## src/spd_pkg.sv

```systemverilog
// Shared constants, types and register codes for the stereo ping-pong delay.
// No dependencies; spd_cfg and stereo_pingpong_delay import this package.
package spd_pkg;

  // Line depth must be a power of two: tap addresses wrap by truncation.
  localparam int unsigned LINE_DEPTH = 65536;
  localparam int unsigned LINE_AW    = $clog2(LINE_DEPTH);

  localparam int unsigned SAMPLE_W  = 24;
  localparam int unsigned GAIN_W    = 17;
  localparam int unsigned DELAY_W   = 32;
  localparam int unsigned CFG_IDX_W = 2;
  localparam int unsigned CFG_DAT_W = 32;

  localparam logic [GAIN_W-1:0] GAIN_ONE = 17'd65536;

  // Longest delay: (depth - 1) whole samples in Q16.16, capped at 32 bits.
  localparam logic [63:0] LIMIT_WIDE = (64'(LINE_DEPTH) - 64'd1) << 16;
  localparam logic [DELAY_W-1:0] DELAY_LIMIT =
    (LIMIT_WIDE > 64'hFFFF_FFFF) ? 32'hFFFF_FFFF : LIMIT_WIDE[31:0];

  localparam logic [DELAY_W-1:0] DELAY_RESET = 32'd629145600;

  typedef enum logic [CFG_IDX_W-1:0] {
    REG_FB_GAIN     = 2'd0,
    REG_WET_MIX     = 2'd1,
    REG_SMOOTH_COEF = 2'd2,
    REG_DELAY_MIN   = 2'd3
  } cfg_reg_e;

  // Gains are held already capped at one.
  typedef struct packed {
    logic [GAIN_W-1:0]  fb_gain;
    logic [GAIN_W-1:0]  wet_mix;
    logic [GAIN_W-1:0]  smooth_coef;
    logic [DELAY_W-1:0] delay_min;
  } cfg_t;

  localparam cfg_t CFG_RESET = '{
    fb_gain:     17'd32768,
    wet_mix:     17'd32768,
    smooth_coef: 17'd27,
    delay_min:   32'd15728640
  };

endpackage

```

## src/spd_cfg.sv

```systemverilog
// Configuration register file for the ping-pong delay; gains capped at one on write.
// Depends on spd_pkg.
module spd_cfg import spd_pkg::*; (
  input  logic                 clk_i,
  input  logic                 rst_ni,
  input  logic                 cfg_valid_i,
  output logic                 cfg_ready_o,
  input  logic [CFG_IDX_W-1:0] cfg_index_i,
  input  logic [CFG_DAT_W-1:0] cfg_data_i,
  output cfg_t                 cfg_o
);

  cfg_t              cfg_q, cfg_d;
  logic [GAIN_W-1:0] gain_wr;

  assign cfg_ready_o = 1'b1;
  assign gain_wr = (cfg_data_i[GAIN_W-1:0] > GAIN_ONE) ? GAIN_ONE : cfg_data_i[GAIN_W-1:0];

  always_comb begin
    cfg_d = cfg_q;
    if (cfg_valid_i) begin
      unique case (cfg_reg_e'(cfg_index_i))
        REG_FB_GAIN:     cfg_d.fb_gain     = gain_wr;
        REG_WET_MIX:     cfg_d.wet_mix     = gain_wr;
        REG_SMOOTH_COEF: cfg_d.smooth_coef = gain_wr;
        REG_DELAY_MIN:   cfg_d.delay_min   = cfg_data_i[DELAY_W-1:0];
        default:         cfg_d             = cfg_q;
      endcase
    end
  end

  always_ff @(posedge clk_i or negedge rst_ni) begin
    if (!rst_ni) begin
      cfg_q <= CFG_RESET;
    end else begin
      cfg_q <= cfg_d;
    end
  end

  assign cfg_o = cfg_q;

endmodule

```

## config.mk

```make
export PLATFORM = sky130hd
export DESIGN_NAME = spd_cfg
export DESIGN_NICKNAME = d
export VERILOG_FILES = /design/src/spd_pkg.sv /design/src/spd_cfg.sv
export SDC_FILE = /design/constraint.sdc
export NUM_CORES = 1
export LEC_CHECK = 0
export BUFFER_PORTS_ARGS = -buffer_cell sky130_fd_sc_hd__buf_2
export CORE_MARGIN = 1.5
export CORE_UTILIZATION = 54
export DETAILED_ROUTE_END_ITERATION = 10
export GPL_ROUTABILITY_DRIVEN = 0
export PLACE_DENSITY = 0.93
export SETUP_SLACK_MARGIN = 0.02
export SKIP_CTS_REPAIR_TIMING = 1
export SYNTH_ARGS = -nofsm -noshare
export SYNTH_HDL_FRONTEND = slang
export SYNTH_SLANG_ARGS = --single-unit
```

## constraint.sdc

```tcl
create_clock -name clk_i -period 1.55 [get_ports clk_i]
set_input_delay 0.3875 -clock clk_i [delete_from_list [all_inputs] [get_ports clk_i]]
set_output_delay 0.3875 -clock clk_i [all_outputs]
set_load 0.02 [all_outputs]
```

# == Word level (Yosys, flattened, before mapping) ==
# Cells that the tools add are included.
# word_totals
ff_bits,83
inputBits,37
# classes
order_cmp,1
eq_ne,3
n_reduce_logical,5
mux,1
# ops
op,count
$gt A17 B17 Y1 const B,1
$mux W17,1
$reduce_and A2 Y1,4
$eq A2 B2 Y1 const B,2
$eq A2 B1 Y1 const B,1
$logic_not A2 Y1,1

# == Longest topological paths before layout ==
# Gate-level depths: netlist of the first run.
# depth
word_depth,2
ltp_mapped,6
depth_no_buf,3

# == Worst setup path after synthesis of the first run ==
# OpenSTA, ideal clock, no wires.
# synth_path
kind,input port to flip-flop
from,input cfg_index_i[0]
to,"register cfg_q, in the netlist cfg_o[73]"
path_slack_ps,101
t_arrival_ps,1330
cell_stages,6
cell_sequence,buf_2 > or3b_1 > buf_2 > buf_2 > nand2_1 > a21oi_2
# synth_via
elab_chain_cells,2
# synth_rtl
item,line_no,text
start: declaration,spd_cfg.sv:8,"input logic [CFG_IDX_W-1:0] cfg_index_i,"
$logic_not A2 Y1,spd_cfg.sv:22,unique case (cfg_reg_e'(cfg_index_i))
$reduce_and A2 Y1 (no source line),--,
end signal: assignment,spd_cfg.sv:36,cfg_q <= cfg_d;
end: declaration,spd_cfg.sv:13,"cfg_t cfg_q, cfg_d;"
# Every way passes these cells.
# A chain may end at the register's enable or synchronous reset.

# == Worst setup path in the final report of the first run ==
# layout_path
from,"register cfg_q, in the netlist cfg_o[35]"
to,output cfg_o[35] (netlist bit)
# layout_lines
item,line_no,text
end: declaration,spd_cfg.sv:10,output cfg_t cfg_o
# No word-level cell between the ends.

==> results of run 1 <==
## final cells by class
type,instances,area share
Clock buffer,11,0.03077
Clock inverter,5,0.01852
Sequential cell,83,0.4548
Multi-Input combinational cell,200,0.2887
Tap cell,77,0.02097
Timing Repair Buffer,148,0.1863
## placed cells by master, fill, tap and decap left out, drive strengths merged
| cell | n |
|---|---|
| nand3 | 1 |
| clkinvlp | 1 |
| nand4bb | 1 |
| mux2 | 32 |
| conb | 1 |
| clkinv | 1 |
| nor4 | 4 |
| a41oi | 3 |
| bufinv | 2 |
| clkbuf | 11 |
| dfrtp | 73 |
| buf | 147 |
| dlygate4sd3 | 1 |
| nand4b | 2 |
| nand2 | 102 |
| dfstp | 10 |
| nand3b | 2 |
| inv | 1 |
| nor3b | 1 |
| a21oi | 48 |
| or3b | 1 |
| and3b | 2 |
## stage by stage
| stage | worst slack [ps] | TNS [ps] | instance area (um2) | hold WS [ps] |
|---|---|---|---|---|
| 2_1_floorplan | 100.8 | 0 | 3525 | 91.91 |
| 3_3_place_gp | 29.05 | 0 | 4358 | 354.5 |
| 3_5_place_dp | -24.93 | -114.2 | 4358 | 366.9 |
| 4_1_cts | 92.19 | 0 | 4584 | -16.49 |
| 5_1_grt | 78.56 | 0 | 4594 | 256.6 |
| 6_report | 99.70 | 0 | 4594 | 259.6 |
## layer usage
layer / global-route usage / routed length, um / vias up
li1: - / - / 1285
met1: 0.3567 / 3657 / 1459
met2: 0.4487 / 4655 / 143
met3: 0.05836 / 753 / 23
met4: 0.1207 / 222 / 0
met5: 0 / 0 / -
## worst paths after layout
kind / start / end / slack, ps / cells after the start
worst max-delay path: cfg_o[35] / cfg_o[35] / 100 / 1
worst min register to register: cfg_o[36] / cfg_o[36] / 490 / 2
min in group asynchronous: rst_ni / cfg_o[19] / 520 / 2
max in group asynchronous: rst_ni / cfg_o[81] / 440 / 3
worst max register to register: cfg_o[35] / cfg_o[35] / 710 / 2
worst min-delay path: cfg_data_i[19] / cfg_o[19] / 260 / 2
## power groups by stage
stage          clock network (W)  logic (W)  registers, W
2_1_floorplan                  0   0.000456       0.00319
3_3_place_gp                   0    0.00149       0.00275
3_5_place_dp                   0    0.00154       0.00277
4_1_cts                  0.00177    0.00154       0.00273
5_1_grt                  0.00186    0.00163       0.00277
6_report                 0.00176    0.00153       0.00274
## cells by family after synthesis
| family | Yosys count | synth area share |
|---|---|---|
| AO/OA/AOI/OAI | 51 | 0.1140 |
| other | 1 | 0.001064 |
| flip-flops | 83 | 0.5928 |
| AND/OR/NAND/NOR | 116 | 0.1576 |
| multiplexers | 32 | 0.1022 |
| buffers and inverters | 19 | 0.03230 |
==> results.yml, run 1 <==
worst_setup_path:
  cp_cell_sequence: "buf_2"
  worstSetupPathType: "register to output pin"
  crit_arrival_ps: 1060
  cpPeakStageDelay_ps: 550
  worstPathMaxFanout: 2
  cpMaxStageDelayCell: "dfstp_2"
  crit_required_ps: 1160
  worst-path-buf-inv: 1
  crit_family: "flip-flops"
  cp-start-kind: "register"
  cp-end-kind: "output pin"
die:
  start_util: 0.5583
  rows: 29
  die_h_um: 83.79
  die_w_um: 83.79
  io-pin-count: 121
  core_area_um2: 6314
  die_area_um2: 7021
drt:
  first_pass_iters: 4
  antenna_left: 0
  vias: 2910
  remaining_drc_errors: 0
  drt-total-wl_um: 9288
  via_per_inst: 5.553
  avgRoutedWirePerCell_um: 17.73
  first_iter_violations: 191
synthesis:
  ys_top_cells_by_area: "dfrtp_1, nand2_1, mux2_2, a21oi_2, dfstp_2"
  syn-cell-area_um2: 3525
  synth_edf_count: 0
  synthFlopType: "dfrtp_1"
  netlist-cell-type-count: 21
  synth-seq-cells: 83
  synth-seq-area-share: 0.5928
  syn_nets: 339
  yosysMostFrequentCell: "nand2_1"
  syn_inst: 302
  syn_area_per_cell_um2: 11.67
  synth_top_area_frac: 0.5183
  yosys.area.top_type: "dfrtp_1"
  yosys_warnings: 0
  async_flop_share: 1.000
  synthTopCellsByCount: "nand2_1, dfrtp_1, mux2_2"
run:
  cap_violations: 0
power:
  ir_drop_mv: 0.8640
  pwr-share-seq: 0.454
  p_sw_w: 0.001940
  combPwrFrac: 0.254
  p_total_w: 0.006029
  p_per_area_nw_per_um2: 1312
  swShare: 0.3217
  p_int_w: 0.004089
  power.leakage_nw: 2.237
  pwr-share-clk: 0.292
clock_network:
  cts_tree: "built"
  insertion_delay_ps: 350
  cts_max_path_buffers: 2
  clkSinkCount: 83
  clk_pin_slew_worst_paths_ps: 90
  clockRootBuffer: "clkbuf_8"
  cts-htree-levels: 3
  cts_buffers: 9
cells_and_area:
  diodes: 0
  num-fill-cells: 427
  seqCellArea_um2: 2090
  nNetsFinal: 479
  drive_gt1_frac: 0.5436
  multi_input_area_um2: 1326
  area_growth_pct: 30.35
  finish.utilization: 0.7277
  largest_reg_flops: 83
  final_cells: 524
grt:
  first_global_vias: 2911
  track_usage: 0.2748
  grt_pass1_wl_um: 14760
  antenna_found_initial: 0
  grt_start_max_net_pins: 33
  grt_overflow_total: 0
timing:
  hold_viol: 0
  setup-violations-final: 0
  worst_pin_slew_ps: 556.6
  slew_headroom: 0.6289
  fin_crit_ps: 1450
  fin_skew_ps: 0
  finalCritPeriodShare: 0.9357
  slew_viol_final: 0
  fmax_ghz: 0.6895
  grt_setup_unrepaired: "false"
outcome:
  status: "finished, final reports clean"
place:
  post-dp-hpwl_um: 6848
  io_buffers: 119
  placed_cells: 507
hold_path:
  min_path_type: "primary input to register"
Note: power is estimated with default switching activity, not from simulation.
==> run 2, diff against run 1 <==
CORE_ASPECT_RATIO = 1.1   (was default)
PLACE_DENSITY = 0.91   (was 0.93)
==> results.yml, run 2 (synthesized netlist as in run 1, its figures left out) <==
outcome:
  status: "finished, final reports clean"
worst_setup_path:
  crit_required_ps: 1160
  cp-end-kind: "output pin"
  critPathLaunch: "cfg_o[36]"
  r2r-start: "cfg_o[36]"
  cpMaxStageDelayCell: "dfstp_2"
  cp_cell_sequence: "buf_2"
  crit_family: "flip-flops"
  crit_arrival_ps: 1070
  cp-start-kind: "register"
  cpPeakStageDelay_ps: 560
  worstSetupPathType: "register to output pin"
  worstPathMaxFanout: 2
  worst-path-buf-inv: 1
clock_network:
  clk_pin_slew_worst_paths_ps: 80
  clockRootBuffer: "clkbuf_8"
  insertion_delay_ps: 350
  clkSinkCount: 83
  cts-htree-levels: 3
  cts_tree: "built"
  cts_max_path_buffers: 2
  cts_buffers: 9
power:
  p_per_area_nw_per_um2: 1276
  ir_drop_mv: 0.6346
  power.leakage_nw: 2.223
die:
  die_h_um: 87.74
  die_area_um2: 7021
  core_area_um2: 6231
  start_util: 0.5657
  rows: 30
  die_w_um: 80.03
  io-pin-count: 121
timing:
  grt_setup_unrepaired: "false"
  fin_skew_ps: 0
  setup-violations-final: 0
  fin_crit_ps: 1462
  hold_viol: 0
  fmax_ghz: 0.6840
  slew_viol_final: 0
  fin_hold_ws_ps: 268.3
  finalCritPeriodShare: 0.9432
cells_and_area:
  diodes: 0
  drive_gt1_frac: 0.5448
  largest_reg_flops: 83
  layout_commonest_cell: "buf_2"
  final_cell_mix: "buf_2, nand2_1, dfrtp_1"
  final_cells: 526
  num-fill-cells: 446
  area_growth_pct: 29.57
  nNetsFinal: 478
  final_cell_area_um2: 4567
drt:
  drt-total-wl_um: 9006
  via_per_inst: 5.468
  avgRoutedWirePerCell_um: 17.12
  first_iter_violations: 200
  vias: 2876
  first_pass_iters: 4
  antenna_left: 0
  remaining_drc_errors: 0
hold_path:
  min_from: "cfg_data_i[23]"
  min_path_type: "primary input to register"
grt:
  first_global_vias: 2886
  grt_pass1_wl_um: 14080
  grt_overflow_total: 0
  track_usage: 0.2666
  grt_start_max_net_pins: 34
  antenna_found_initial: 0
run:
  cap_violations: 0
place:
  io_buffers: 119
  placed_cells: 509
  post-dp-hpwl_um: 6730
  place_area_um2: 4354
-- run 2: metrics by stage --
stage	power, W	worst slack [ps]	utilization	TNS (ps)
final	0.005830	88.11	0.7329	0
after global routing	0.006072	69.90	0.7329	0
after CTS	0.005850	90.30	0.7313	0
after detailed placement	0.004303	-12.55	0.6988	-38.15
after global placement	0.004233	53.54	0.6988	0
after floorplan	0.003651	100.8	-	0
-- run 2: worst paths after layout --
check                            end  slack [ps]  cells past startpoint
hold / removal             cfg_o[23]         270                      2
setup reg to reg           cfg_o[36]         700                      2
max in group asynchronous  cfg_o[21]         510                      3
setup / recovery           cfg_o[36]          90                      1
hold reg to reg            cfg_o[32]         480                      2
min in group asynchronous  cfg_o[61]         480                      2
-- run 2: where the power goes --
group          internal [W]  leakage (nW)  total [W]  switching (W)
sequential          0.00254          1.01    0.00273       0.000192
clock              0.000788         0.102    0.00157       0.000782
combinational      0.000585          1.11    0.00153       0.000941
-- run 2: layer usage --
layer	wire, um	track usage	part of all wire
met5	0	0	0
met4	178	0.09875	0.020
met1	3566	0.3429	0.40
met3	730	0.07188	0.081
met2	4529	0.4347	0.50
-- run 2: final cells by class --
| cell class | count | area [um2] | share of cell area |
|---|---|---|---|
| clock buffers | 10 | 137.6 | 0.03014 |
| clock inverters | 6 | 65.06 | 0.01425 |
| multi-input cells | 200 | 1326 | 0.2904 |
| flip-flops and latches | 83 | 2090 | 0.4575 |
| well taps | 80 | 100.1 | 0.02192 |
| repair buffers | 147 | 848.3 | 0.1858 |
